--- config.mk ---
export PLATFORM = sky130hd
export DESIGN_NAME = npcs_cell
export DESIGN_NICKNAME = d
export VERILOG_FILES = /design/src/hdl/npcs_pkg.sv /design/src/hdl/npcs_cell.sv
export SDC_FILE = /design/constraint.sdc
export NUM_CORES = 1
export LEC_CHECK = 0
export BUFFER_PORTS_ARGS = -buffer_cell sky130_fd_sc_hd__buf_2
export CAP_MARGIN = 20
export CORE_UTILIZATION = 39
export CTS_CLUSTER_SIZE = 12
export DETAILED_ROUTE_END_ITERATION = 8
export PLACE_DENSITY = 0.76
export SYNTH_ARGS = -nofsm -noshare
export SYNTH_HDL_FRONTEND = slang
export SYNTH_SLANG_ARGS = --single-unit
--- constraint.sdc ---
create_clock -name clk -period 0.88 [get_ports clk]
set_input_delay 0.044 -clock clk [delete_from_list [all_inputs] [get_ports clk]]
set_output_delay 0.044 -clock clk [all_outputs]
set_load 0.03 [all_outputs]
--- src/hdl/npcs_pkg.sv ---
`timescale 1ns / 1ps
// ----------------------------------------------------------------------------
// npcs_pkg
// shared types, widths and codes for the nearest palette colour search core
// ----------------------------------------------------------------------------
package npcs_pkg;

  // palette geometry
  localparam int PAL_DEPTH = 256;
  localparam int IDX_W     = $clog2(PAL_DEPTH);
  localparam int COUNT_W   = 9;
  localparam int EFF_MAX   = (PAL_DEPTH < 256) ? PAL_DEPTH : 256;
  localparam int CMP_W     = ((IDX_W > COUNT_W) ? IDX_W : COUNT_W) + 1;

  // colour and distance widths
  localparam int COMP_W    = 8;
  localparam int ENTRY_W   = 3 * COMP_W;
  localparam int SQ_W      = 2 * COMP_W;
  localparam int WT_W      = 10;
  localparam int PROD_W    = WT_W + SQ_W;
  localparam int PROD_SHIFT = 8;
  localparam int G4_W      = SQ_W + 2;
  localparam int DIST_W    = 20;

  // redmean weights
  localparam logic [WT_W-1:0] WR_BASE = 10'd512;
  localparam logic [WT_W-1:0] WB_BASE = 10'd767;
  localparam int GREEN_SHIFT = 2;

  // configuration port
  localparam int CFG_IDX_W  = 2;
  localparam int CFG_DATA_W = 9;
  localparam logic [CFG_IDX_W-1:0] REG_COLOR_COUNT = 2'd0;
  localparam logic [CFG_IDX_W-1:0] REG_KEY_ENABLE  = 2'd1;
  localparam logic [CFG_IDX_W-1:0] REG_KEY_INDEX   = 2'd2;

  // transaction kinds
  localparam logic KIND_WRITE = 1'b0;
  localparam logic KIND_QUERY = 1'b1;

  // result status codes
  localparam logic [1:0] STATUS_WRITE_DONE  = 2'd0;
  localparam logic [1:0] STATUS_MATCH       = 2'd1;
  localparam logic [1:0] STATUS_WRITE_RANGE = 2'd2;
  localparam logic [1:0] STATUS_NO_ENTRY    = 2'd3;

  // tag travelling with each scanned entry through the distance pipeline
  typedef struct packed {
    logic             valid;
    logic             elig;
    logic             last;
    logic [IDX_W-1:0] idx;
  } scan_tag_t;

endpackage

--- src/hdl/npcs_cell.sv ---
`timescale 1ns / 1ps
// ----------------------------------------------------------------------------
// npcs_cell
// one palette entry of the rotating ring; loads on a write, passes on a scan
// ----------------------------------------------------------------------------
module npcs_cell
  import npcs_pkg::*;
(
  input  logic               clk,
  input  logic               rst_n,
  input  logic               shift_en,
  input  logic               load_en,
  input  logic [ENTRY_W-1:0] load_rgb,
  input  logic [ENTRY_W-1:0] nb_rgb,
  output logic [ENTRY_W-1:0] rgb
);

  logic [ENTRY_W-1:0] rgb_r;
  logic [ENTRY_W-1:0] rgb_nxt;

  // shift from the neighbour during a scan, else take a write
  always_comb begin
    rgb_nxt = rgb_r;
    if (shift_en) begin
      rgb_nxt = nb_rgb;
    end else if (load_en) begin
      rgb_nxt = load_rgb;
    end
  end

  // entries reset to black
  always_ff @(posedge clk) begin
    if (!rst_n) begin
      rgb_r <= '0;
    end else begin
      rgb_r <= rgb_nxt;
    end
  end

  assign rgb = rgb_r;

endmodule

======== After elaboration in Yosys (flattened, before gate mapping) ========
Index checks and enable logic that the tools add are counted.
storage, ports and cells
  word-level logic and storage cells ...... 4
  register bits after elaboration ......... 24
  input port bits ......................... 52
  memory bits (read-only) ................. 0
  memories kept ........................... 0
  latch bits .............................. 0
  bits in writable memories ............... 0
  output and inout port bits .............. 24
cells by class
  shifts and indexed selects .............. 0
  bitwise logic cells ..................... 0
  multipliers ............................. 0
  add/subtract/negate cells ............... 0
  eq/ne operators ......................... 0
  order comparisons ....................... 0
  div/mod/pow operators ................... 0
  reductions and logical operators ........ 1
  mux-type cells .......................... 2
operators by type and width
  cell                count
  24-bit 2-to-1 mux   2
  2-bit nonzero test  1

======== Longest topological paths before layout ========
  depth in word-level cells ............... 2
  gate-level depth with buffers ........... 4
  depth with buffers taken out ............ 2

======== Worst setup path after synthesis ========
OpenSTA, ideal clock, no wires.
  kind .................................... reg2reg
  from .................................... register, netlist name rgb[10]
  to ...................................... register rgb_r[10], in the netlist rgb[10]
  arrival ................................. 868 ps
  cell stages (with the launch flop) ...... 3
  clock period less this slack ............ 985 ps
  setup slack ............................. -105 ps
  buffers on the path ..................... 0
  data required time ...................... 764 ps
  library setup time ...................... 116 ps
  path through ............................ dfxtp_1 -> mux2_4 -> o211a_1
RTL lines
  element                 line             RTL
  end signal: assignment  npcs_cell.sv:36  rgb_r <= rgb_nxt;
  end: declaration        npcs_cell.sv:18  logic [ENTRY_W-1:0] rgb_r;

==> summary by stage <==
Routing
The vias after detailed routing is between 1000 and 1500. In the routed design, unresolved DRC markers number 0. The overall routed net length is approximately 3000 um. In the final routed layout, each cell accounts on average for approximately 14 um.

The via density per instance is roughly 4.8. The DRC marker count from the first detailed-route iteration is 62. The count of nets left with antenna violations after detail routing is 0. The first TritonRoute pass finished after 4 iterations.

Final layout
Fill cells in the final layout number roughly 280. Cells with a size suffix above 1 make up 73.0% of the layout. After the last flow step, the layout net total stands at about 230.

For this run, the number of standard cells in the final layout without fillers is about 220. The number of antenna diodes in the final layout is 0. The register with the most flip-flops in the layout has 24 of them. The total non-filler cell area in the finished layout is around 2000 um2. The relative area change from synthesis to final layout is 52.5%.

Synth
Yosys attributes the largest share of cell area to sky130_fd_sc_hd__dfxtp_1 (37%), sky130_fd_sc_hd__mux2_4 (23%), sky130_fd_sc_hd__o211a_1 (19%). Counting distinct cell types in the post-synthesis netlist gives 9. Summed over its instances, the top area cell type makes up 37.0% of the synthesized netlist area.

The post-synthesis area per instance is approximately 12 um2. Of all flip-flops after synthesis, the portion carrying an async set or reset was 0%. For this run, the leading register cell type out of synthesis is sky130_fd_sc_hd__dfxtp_1.

The share of the Yosys chip area taken by registers is between 30 and 40%. The area of the mapped netlist is around 1300 um2. The cell count after synthesis came out at about 110. The net count after synthesis is ~160. In the synthesized netlist, the cells that appear most often are sky130_fd_sc_hd__dfxtp_1 (24), sky130_fd_sc_hd__nand2b_1 (24), sky130_fd_sc_hd__o211a_1 (24). The synthesized design spends more area on one cell type than any other, namely sky130_fd_sc_hd__dfxtp_1. The number of enable flip-flop cells after synthesis is 0.

The total of warnings raised by yosys is 0. The flip-flop and latch count after synthesis is 24.

Floorplanning
The initialized floorplan defines 20 standard-cell rows. The number of I/O pins is 76. The initial standard-cell utilization of the core is between 40% and 50%. The die extent in x is between 50 and 60 um. The die is ~60 um tall. The core footprint is between 3000 and 4000 um2. The die outline area is between 3000 and 4000 um2.

Timing
The minimum clock period after layout is 0.924 ns. The maximum clock skew at final layout is 0 ns. The number of hold violations in the final report is 0. Headroom to the max-slew limit came out at 87.1%. The final-layout worst hold slack is between 0.04 and 0.05 ns. The final number of max-transition violations is 0. Setup repair after global routing could not meet its margin everywhere.

Derived from the worst setup path, the maximum achievable clock frequency is 1080 MHz. The share of the clock period used by the worst path is 105%. Across all setup checks in the final design, the least slack found is -0.0440 ns. The final number of setup-violating endpoints is 24. At the pin with the least slew margin, the transition time is 0.194 ns.

Pwr
The cell-internal power is 1.79 mW. The ratio of total power to cell area is ~1300 nW/um2. Across the VDD grid, the largest voltage drop is around 0.57 mV. The net switching power is between 700 and 800 uW. The switching portion of total power is between 20 and 30%. The sequential share of power is 48.4%. Per report_power, the combinational group accounts for around 33% of the total. The analysis attributes to cell leakage a power of 1.10 nW.

The clock network fraction of total power is a little under a fifth.

Worst setup path
Traced cell by cell, the critical path runs through mux2_4, o211a_1. The register-to-register setup slack is -0.04 ns. The worst path arrival time is between 1 and 1.5 ns. The largest single stage delay on the critical path is around 0.36 ns.

In this run the worst setup path begins at rgb[9]. The worst setup path is captured at a register. Of all nets on the critical path, the largest fanout is 2. The startpoint type of the worst setup path is a register. The category of the most critical setup path is reg -> reg. The worst register-to-register path begins at rgb[9].

STA puts the critical path data required time at 1.08 ns. The master of the slowest instance on the critical path is sky130_fd_sc_hd__dfxtp_4.

Clocking
TritonCTS created 3 clock buffers. The CTS tree is done. CTS built an H-tree with a depth of 1. The maximum count of clock buffers along a single path is 2. The latest clock arrival within the worst-skew pair is about 0.30 ns. Once the clock tree was built, the setup fixing pass inserted 0 buffers. The sink count of the clock tree is 24. CTS placed an instance of sky130_fd_sc_hd__clkbuf_4 at the clock tree root. Clock-pin slew was measured on the worst setup and hold paths at about 0.12 ns. The hold-fix buffer count after cts is 0.

Place
Summing all placed instances gives a cell area of 1820 um2. At the end of routability-driven placement, the weighted congestion stood at ~0.67. The number of buffers added on ports is 75. After detailed placement, the design holds a cell count of 219. The wire-length estimate of the detail-placed layout is 2100 um.

Job
The tool flagged a number of max-cap violations equal to 0.

Global routing
The first global-routing pass estimated between 4000 and 5000 um of wire. For this run, the total global-route usage over all layers was measured as around 17%. The via count of the first global-routing pass came to 1069. The pin count of the biggest net entering global routing is slightly below 50. The number of antenna violations at the first check in global routing is 0. For this run the aggregate overflow at the end of global routing stands at 0.

Hold path
The worst hold path begins at nb_rgb[21]. The type of the most critical hold path is in -> reg.

Run status
The checks that failed: negative setup slack. The flow ran to the end, but the final reports show violations.
[cells in the final DEF, fill, tap and decap left out, drive strengths merged]
master | Yosys | layout
o211a | 24 | 24
buf | 6 | 79
mux2 | 24 | 24
nand2b | 24 | 24
dfxtp | 24 | 24
clkbuf | 4 | 3
[stage by stage]
step	util (%)	power [mW]	setup TNS [ns]	worst slack, ns
5_1_grt	63.7	2.67	-1.66	-0.0688
3_3_place_gp	58.5	1.95	-2.50	-0.126
3_5_place_dp	58.5	1.97	-2.77	-0.142
6_report	63.7	2.51	-0.777	-0.0440
4_1_cts	61.7	2.50	-0.790	-0.0431
2_1_floorplan	-	1.73	-1.06	-0.0454
[layer usage]
metal	vias up	part of all wire [%]	track usage [%]
li1	527	-	-
met1	518	42	21.0
met2	30	55	31.7
met3	0	3.6	2.16
met4	0	0	5.98
met5	-	0	0
[power groups by stage]
| stage | Combinational, mW | Sequential, mW | Clock (mW) |
|---|---|---|---|
| after global routing | 0.895 | 1.23 | 0.551 |
| after global placement | 0.734 | 1.22 | 0 |
| final | 0.840 | 1.22 | 0.458 |
| after detailed placement | 0.752 | 1.22 | 0 |
| after CTS | 0.808 | 1.21 | 0.483 |
| after floorplan | 0.343 | 1.39 | 0 |
[worst max-delay path, delay by kind of cell, from the launching register on]
kind	cells	cell delay (ns)
AOI/OAI and AO/OA	1	0.21
DFF	1	0.36
muxes	1	0.26
[worst paths after layout]
| check | endpoint | cells after the start |
|---|---|---|
| setup / recovery | rgb[9] | 2 |
| hold / removal | rgb[21] | 3 |
| setup reg to reg | rgb[9] | 2 |
| hold reg to reg | rgb[10] | 2 |
[logic make-up (layout without fill, tap and decap cells)]
logic type      Yosys count  after routing  synth area share, %
mux                      24             24                 26.6
flops                    24             24                 37.0
simple gates             24             24                 11.6
buf+inv                  10             82                 6.27
compound gates           24             24                 18.5
[final cells by class]
type / count / area [um2] / share of cell area, %
multi-input combinational: 72 / 736 / 37.2
timing repair buffer: 79 / 594 / 30.0
clock buffer: 3 / 22.5 / 1.14
sequential: 24 / 571 / 28.8
tap: 44 / 55.1 / 2.78
[repair_timing]
action                                  CTS  global route
pin swaps                                 0             0
endpoints found under the setup margin   48            48
gates resized for setup                  28            18
(Power assumes the default switching activity.)
