**config.mk**
```make
export PLATFORM = sky130hd
export DESIGN_NAME = npcs_dist
export DESIGN_NICKNAME = d
export VERILOG_FILES = /design/src/hdl/npcs_pkg.sv /design/src/hdl/npcs_dist.sv
export SDC_FILE = /design/constraint.sdc
export NUM_CORES = 1
export LEC_CHECK = 0
export BUFFER_PORTS_ARGS = -buffer_cell sky130_fd_sc_hd__buf_2
export CORE_MARGIN = 5
export CORE_UTILIZATION = 59
export CTS_BUF_LIST = sky130_fd_sc_hd__clkbuf_4 sky130_fd_sc_hd__clkbuf_8
export DETAILED_ROUTE_END_ITERATION = 8
export PLACE_DENSITY = 0.8
export SLEW_MARGIN = 0
export SYNTH_ARGS = -nofsm -noshare
export SYNTH_HDL_FRONTEND = slang
export SYNTH_SLANG_ARGS = --single-unit
```
**constraint.sdc**
```tcl
create_clock -name clk -period 4.96 [get_ports clk]
set_input_delay 0.496 -clock clk [delete_from_list [all_inputs] [get_ports clk]]
set_output_delay 0.496 -clock clk [all_outputs]
set_load 0.05 [all_outputs]
```
**src/hdl/npcs_pkg.sv**
```systemverilog
`timescale 1ns / 1ps
// ----------------------------------------------------------------------------
// npcs_pkg
// shared types, widths and codes for the nearest palette colour search core
// ----------------------------------------------------------------------------
package npcs_pkg;

  // palette geometry
  localparam int PAL_DEPTH = 256;
  localparam int IDX_W     = $clog2(PAL_DEPTH);
  localparam int COUNT_W   = 9;
  localparam int EFF_MAX   = (PAL_DEPTH < 256) ? PAL_DEPTH : 256;
  localparam int CMP_W     = ((IDX_W > COUNT_W) ? IDX_W : COUNT_W) + 1;

  // colour and distance widths
  localparam int COMP_W    = 8;
  localparam int ENTRY_W   = 3 * COMP_W;
  localparam int SQ_W      = 2 * COMP_W;
  localparam int WT_W      = 10;
  localparam int PROD_W    = WT_W + SQ_W;
  localparam int PROD_SHIFT = 8;
  localparam int G4_W      = SQ_W + 2;
  localparam int DIST_W    = 20;

  // redmean weights
  localparam logic [WT_W-1:0] WR_BASE = 10'd512;
  localparam logic [WT_W-1:0] WB_BASE = 10'd767;
  localparam int GREEN_SHIFT = 2;

  // configuration port
  localparam int CFG_IDX_W  = 2;
  localparam int CFG_DATA_W = 9;
  localparam logic [CFG_IDX_W-1:0] REG_COLOR_COUNT = 2'd0;
  localparam logic [CFG_IDX_W-1:0] REG_KEY_ENABLE  = 2'd1;
  localparam logic [CFG_IDX_W-1:0] REG_KEY_INDEX   = 2'd2;

  // transaction kinds
  localparam logic KIND_WRITE = 1'b0;
  localparam logic KIND_QUERY = 1'b1;

  // result status codes
  localparam logic [1:0] STATUS_WRITE_DONE  = 2'd0;
  localparam logic [1:0] STATUS_MATCH       = 2'd1;
  localparam logic [1:0] STATUS_WRITE_RANGE = 2'd2;
  localparam logic [1:0] STATUS_NO_ENTRY    = 2'd3;

  // tag travelling with each scanned entry through the distance pipeline
  typedef struct packed {
    logic             valid;
    logic             elig;
    logic             last;
    logic [IDX_W-1:0] idx;
  } scan_tag_t;

endpackage

```
**src/hdl/npcs_dist.sv**
```systemverilog
`timescale 1ns / 1ps
// ----------------------------------------------------------------------------
// npcs_dist
// four-stage pipeline scoring one palette entry per cycle with the
// redmean-weighted squared distance
// ----------------------------------------------------------------------------
module npcs_dist
  import npcs_pkg::*;
(
  input  logic               clk,
  input  logic               rst_n,
  input  scan_tag_t          tag_in,
  input  logic [ENTRY_W-1:0] entry_rgb,
  input  logic [ENTRY_W-1:0] query_rgb,
  output scan_tag_t          tag_out,
  output logic [DIST_W-1:0]  score
);

  scan_tag_t s1_tag_r, s2_tag_r, s3_tag_r, s4_tag_r;

  logic [COMP_W-1:0] qr, qg, qb, er, eg, eb;
  logic [COMP_W-1:0] rmean_nxt, dr_nxt, dg_nxt, db_nxt;
  logic [COMP_W-1:0] s1_rmean_r, s1_dr_r, s1_dg_r, s1_db_r;

  logic [SQ_W-1:0]   rs_nxt, gs_nxt, bs_nxt;
  logic [WT_W-1:0]   wr_nxt, wb_nxt;
  logic [SQ_W-1:0]   s2_rs_r, s2_gs_r, s2_bs_r;
  logic [WT_W-1:0]   s2_wr_r, s2_wb_r;

  logic [PROD_W-1:0] pr_nxt, pb_nxt;
  logic [G4_W-1:0]   g4_nxt;
  logic [PROD_W-1:0] s3_pr_r, s3_pb_r;
  logic [G4_W-1:0]   s3_g4_r;

  logic [DIST_W-1:0] dist_nxt;
  logic [DIST_W-1:0] s4_dist_r;

  assign {qr, qg, qb} = query_rgb;
  assign {er, eg, eb} = entry_rgb;

  // stage 1: red mean and absolute differences
  always_comb begin
    rmean_nxt = COMP_W'(({1'b0, qr} + {1'b0, er}) >> 1);
    dr_nxt    = (qr > er) ? (qr - er) : (er - qr);
    dg_nxt    = (qg > eg) ? (qg - eg) : (eg - qg);
    db_nxt    = (qb > eb) ? (qb - eb) : (eb - qb);
  end

  // stage 2: squares and red/blue weights
  always_comb begin
    rs_nxt = SQ_W'(s1_dr_r) * SQ_W'(s1_dr_r);
    gs_nxt = SQ_W'(s1_dg_r) * SQ_W'(s1_dg_r);
    bs_nxt = SQ_W'(s1_db_r) * SQ_W'(s1_db_r);
    wr_nxt = WR_BASE + WT_W'(s1_rmean_r);
    wb_nxt = WB_BASE - WT_W'(s1_rmean_r);
  end

  // stage 3: weighted products
  always_comb begin
    pr_nxt = PROD_W'(s2_wr_r) * PROD_W'(s2_rs_r);
    pb_nxt = PROD_W'(s2_wb_r) * PROD_W'(s2_bs_r);
    g4_nxt = G4_W'(s2_gs_r) << GREEN_SHIFT;
  end

  // stage 4: final sum
  always_comb begin
    dist_nxt = DIST_W'(s3_pr_r >> PROD_SHIFT) + DIST_W'(s3_g4_r)
             + DIST_W'(s3_pb_r >> PROD_SHIFT);
  end

  // tag pipeline
  always_ff @(posedge clk) begin
    if (!rst_n) begin
      s1_tag_r <= '0;
      s2_tag_r <= '0;
      s3_tag_r <= '0;
      s4_tag_r <= '0;
    end else begin
      s1_tag_r <= tag_in;
      s2_tag_r <= s1_tag_r;
      s3_tag_r <= s2_tag_r;
      s4_tag_r <= s3_tag_r;
    end
  end

  // data pipeline
  always_ff @(posedge clk) begin
    s1_rmean_r <= rmean_nxt;
    s1_dr_r    <= dr_nxt;
    s1_dg_r    <= dg_nxt;
    s1_db_r    <= db_nxt;
    s2_rs_r    <= rs_nxt;
    s2_gs_r    <= gs_nxt;
    s2_bs_r    <= bs_nxt;
    s2_wr_r    <= wr_nxt;
    s2_wb_r    <= wb_nxt;
    s3_pr_r    <= pr_nxt;
    s3_pb_r    <= pb_nxt;
    s3_g4_r    <= g4_nxt;
    s4_dist_r  <= dist_nxt;
  end

  assign tag_out = s4_tag_r;
  assign score   = s4_dist_r;

endmodule

```
# ---- After elaboration in Yosys (flattened, before gate mapping)
# Cells that the tools add are included.
# Widths: inputs -> output; s select.
dict set report word_totals {
  regBits 232
  latch_bits 0
  ramBits 0
  romBits 0
  inputBits 61
  out_inout_bits 31
  elab_cells 51
  memories 0
}
dict set report op_classes {
  add_sub_neg 11
  mul 5
  div 0
  order_cmp 3
  n_eq_ne 0
  shifts 0
  n_mux 3
  bitwise 0
  n_reduce_logical 0
}
# operator count
set ops {}
lappend ops {{$mul 10x16->26} 2}
lappend ops {{$mul 8x8->16} 3}
lappend ops {{$sub 8x8->8} 6}
lappend ops {{$gt 8x8->1} 3}
lappend ops {{$mux 8} 3}
lappend ops {{$add 19x18->20} 1}
lappend ops {{$add 18x18->19} 1}
lappend ops {{$add 10x8->10 const A} 1}
lappend ops {{$sub 10x8->10 const A} 1}
lappend ops {{$add 8x8->9} 1}

# ---- Logic depth before layout (Yosys ltp)
dict set report logic_depth {
  depth_word 2
  mapped_depth 20
  depth_no_buf 19
}

# ---- Least setup slack after synthesis
# No wires, ideal clock.
dict set report synth_timing {
  path_kind {register -> register}
  from {reg s2_wr_r[1]}
  to {reg s3_pr_r[22]}
  setup_ns 0.118
  t_arrival_ns 4.920
  t_required_ns 4.842
  slack_ns -0.078
  path_stages_with_launch 21
  path_buffers 1
  period_less_slack_ns 5.038
  cell_sequence {dfxtp_1 -> clkbuf_1 -> nand2_1 -> fa_1 -> inv_1 -> fa_1 -> inv_1 -> fa_1 -> inv_1 -> fa_1 -> inv_1 -> fa_1 -> inv_1 -> ha_1 -> o21a_1 -> o21ai_0 -> o31ai_1 -> o221ai_1 -> o21ai_1 -> a21oi_1 -> xnor2_1}
}
dict set report synth_via {
  elab_chain_cells 1
}
# item line_no
set synth_lines {}
lappend synth_lines {{from (decl)} npcs_dist.sv:28} ;# logic [WT_W-1:0] s2_wr_r, s2_wb_r;
lappend synth_lines {{from (signal assigned)} npcs_dist.sv:95} ;# s2_wr_r <= wr_nxt;
lappend synth_lines {{$mul 10x16->26} npcs_dist.sv:60} ;# pr_nxt = PROD_W'(s2_wr_r) * PROD_W'(s2_rs_r);
lappend synth_lines {{via pr_nxt[22]} npcs_dist.sv:30} ;# logic [PROD_W-1:0] pr_nxt, pb_nxt;
lappend synth_lines {{to (signal assigned)} npcs_dist.sv:97} ;# s3_pr_r <= pr_nxt;
lappend synth_lines {{to (decl)} npcs_dist.sv:32} ;# logic [PROD_W-1:0] s3_pr_r, s3_pb_r;
# The timed path passes the listed nets, and every way through them passes these cells.
# A chain may end at the register's enable or synchronous reset.

# ---- Final worst setup path
dict set report layout_timing {
  from {reg s2_wb_r[3]}
  to {reg s3_pb_r[19]}
}
dict set report layout_via {
  elab_chain_cells 1
}
# item line_no
set layout_lines {}
lappend layout_lines {{from (decl)} npcs_dist.sv:28}
lappend layout_lines {{from (signal assigned)} npcs_dist.sv:96} ;# s2_wb_r <= wb_nxt;
lappend layout_lines {{$mul 10x16->26} npcs_dist.sv:61} ;# pb_nxt = PROD_W'(s2_wb_r) * PROD_W'(s2_bs_r);
lappend layout_lines {{via pb_nxt[19]} npcs_dist.sv:30}
lappend layout_lines {{to (signal assigned)} npcs_dist.sv:98} ;# s3_pb_r <= pb_nxt;
lappend layout_lines {{to (decl)} npcs_dist.sv:32}
# The timed path passes the listed nets, and every way through them passes these cells.

==> summary.txt <==
Yosys
  – Post-synthesis register bit count: 208
  – Yosys warning total: 0
  – Most used flip-flop cell after synthesis: dfxtp_1
  – Mean Syn Cell Area: 9.61 um^2
  – Top area cells in the synthesized netlist: fa_1, dfxtp_1, ha_1, inv_1, and2_1
  – Top post-synthesis cells by count: inv_1, ha_1, fa_1
  – Synth area leader: fa_1
  – Most frequent cell after synthesis: inv_1
  – Netlist cell types: 65
  – Post-synth EDFFs: 0
  – Register area share after synthesis: 19.7%
  – Synthesized cell area: 21200 um^2
  – Post-synth ARST share: 0%
  – Gate Count Post-Synth: 2202
  – Synth top area share: 26.5%

STA
  – Clk_skew: 0.0373 ns
  – Final worst-path cycle share: 97.6%
  – Worst setup margin: 0.121 ns
  – Maximum clock rate: 0.207 GHz
  – Relative slew slack: 62.9%
  – Least-Margin Pin Slew: 0.555 ns
  – Final min period: 4.84 ns
  – Final Hold Viols: 0
  – Final setup fails: 0
  – Final Max Slew Viols: 0

Place
  – Pre-CTS setup slack: -0.0926 ns
  – Hpwl dp: 35.9 mm
  – # port buffers: 91
  – Placer Congestion: 0.894

CTS
  – Root Driver: clkbuf_8
  – Hold-fix buffers, CTS: 0
  – CTS H-tree depth: 2
  – Clk_lat worst skew: 0.59 ns
  – Clk sinks: 208
  – Number of buffers created by CTS: 39
  – Clock Path Buffers: 3
  – Clk slew on worst S/H paths: 0.06 ns
  – TritonCTS clock tree: done

Detailed routing
  – Via count: 15233
  – WL per Instance: 15.1 um
  – # DRC: 0
  – Detail Route Antenna Nets: 0
  – Drt first pass iters: 5
  – DR iter-0 viols: 635
  – Via-per-instance ratio: 5.27
  – Final WL: 43.7 mm

Setup path
  – WP data required: 5.43 ns
  – Critical path arrival: 5.31 ns
  – CP startpoint kind: flop
  – Path type of the worst setup path: flop to flop
  – R2R Setup Slk: 0.12 ns
  – Setup crit end kind: flop
  – Max FO, Critical Path: 15

Finish
  – Area grow syn2layout: 13.4%
  – Share of cells above drive strength 1: 14.1%
  – Antenna cells: 0
  – Final net count: 3046

Die
  – IO Pins: 92
  – Initial Utilization: 59.6%
  – Die H: 199 um
  – Die area: 39800 um^2
  – Die width: 199 um
  – Row count: 69
  – Core Area: 35500 um^2

Worst hold path
  – Hold crit path type: input port to flop

Global routing
  – Largest net degree at the start of global routing: 45
  – Gr ovfl total: 0
  – First-pass GRT wire length: 73.1 mm
  – Initial antenna violation count: 0
  – Vias in the first global route: 16114
  – Gr usage total: 22.3%

Flow run
  – Maxcap violations: 0

Run status
  – Status: finished, final reports clean
## critical path, cell delays in order (launching register included)
cell and delay, ns:
dfxtp_1 0.35, buf_12 0.15, nand2_1 0.08, fa_1 0.50, inv_1 0.06, fa_1 0.48, fa_1 0.56, fa_1 0.43
fa_1 0.46, ha_1 0.31, a21o_1 0.16, a21o_1 0.17, a21o_1 0.19, a2111o_1 0.43, a21oi_2 0.14, o21bai_1 0.10
xor2_1 0.14
## routing by layer
metal / GRT usage (%) / part of all wire, % / up-vias
met5: 0 / 0 / -
met4: 8.38 / 3.2 / 0
met3: 3.68 / 4.9 / 92
met2: 38.8 / 50 / 344
met1: 28.1 / 42 / 7453
li1: - / - / 7344
## worst paths after layout
kind,cells past startpoint,start,endpoint
setup / recovery,16,s2_wb_r[3],s3_pb_r[19]
hold / removal,2,tag_in[4],s1_tag_r[4]
setup reg to reg,16,s2_wb_r[3],s3_pb_r[19]
hold reg to reg,0,s2_gs_r[11],s3_g4_r[13]
## what timing repair did
item / 4_1_cts / 5_1_grt
setup buffers: 0 / 7
gates resized for setup: 11 / 70
pin swaps: 2 / 22
setup endpoints to repair: 12 / 21
## flip-flops by register name, indices dropped and copies added (netlist names), 15 cells and up
register / count
s2_rs_r: 15
s2_gs_r: 15
s2_bs_r: 15
score: 20
s3_g4_r: 15
s3_pb_r: 18
s3_pr_r: 18
## kinds of logic after synthesis
kind of cell | synth area share, %
compound gates | 8.42
xor+xnor | 4.88
fa+ha+maj | 44.4
buf+inv | 7.56
flops | 19.7
mux | 1.18
other cells | 0.0177
simple gates | 13.9
## cell usage in the layout, fill, tap and decap left out, drive strengths merged, types with 20 or more instances in the layout
cell type,n
nor3,20
xnor2,82
dfxtp,208
ha,303
clkbuf,55
mux2i,20
a21oi,82
nor2,66
fa,280
o21ai,47
inv,394
xor2,35
a21o,38
nand2,197
and2,214
buf,183
## through the flow
stage | util, % | setup TNS, ns | std cells | cell area [um^2] | hold WS (ns)
5_1_grt | 67.6 | -0.252 | 2890 | 24000 | 0.0963
3_5_place_dp | 64.1 | -0.312 | 2815 | 22800 | 0.312
4_1_cts | 66.8 | -0.00335 | 2883 | 23700 | 0.0774
3_3_place_gp | 64.1 | -0.185 | 2815 | 22800 | 0.312
6_report | 67.6 | 0 | 2890 | 24000 | 0.124
2_1_floorplan | - | 0 | 2211 | 21200 | 0.310
## final cells by class
type	count	area, um^2
clock inverter	13	201
tap	461	577
timing repair buffer	183	1180
clock buffer	55	719
sequential	208	4210
fill	2663	11500
multi-input combinational	1577	15600
inverter	393	1480
Power is left out: the tool's default activity adds up to more than one toggle a clock period on the data nets, which glitch-free logic cannot reach.
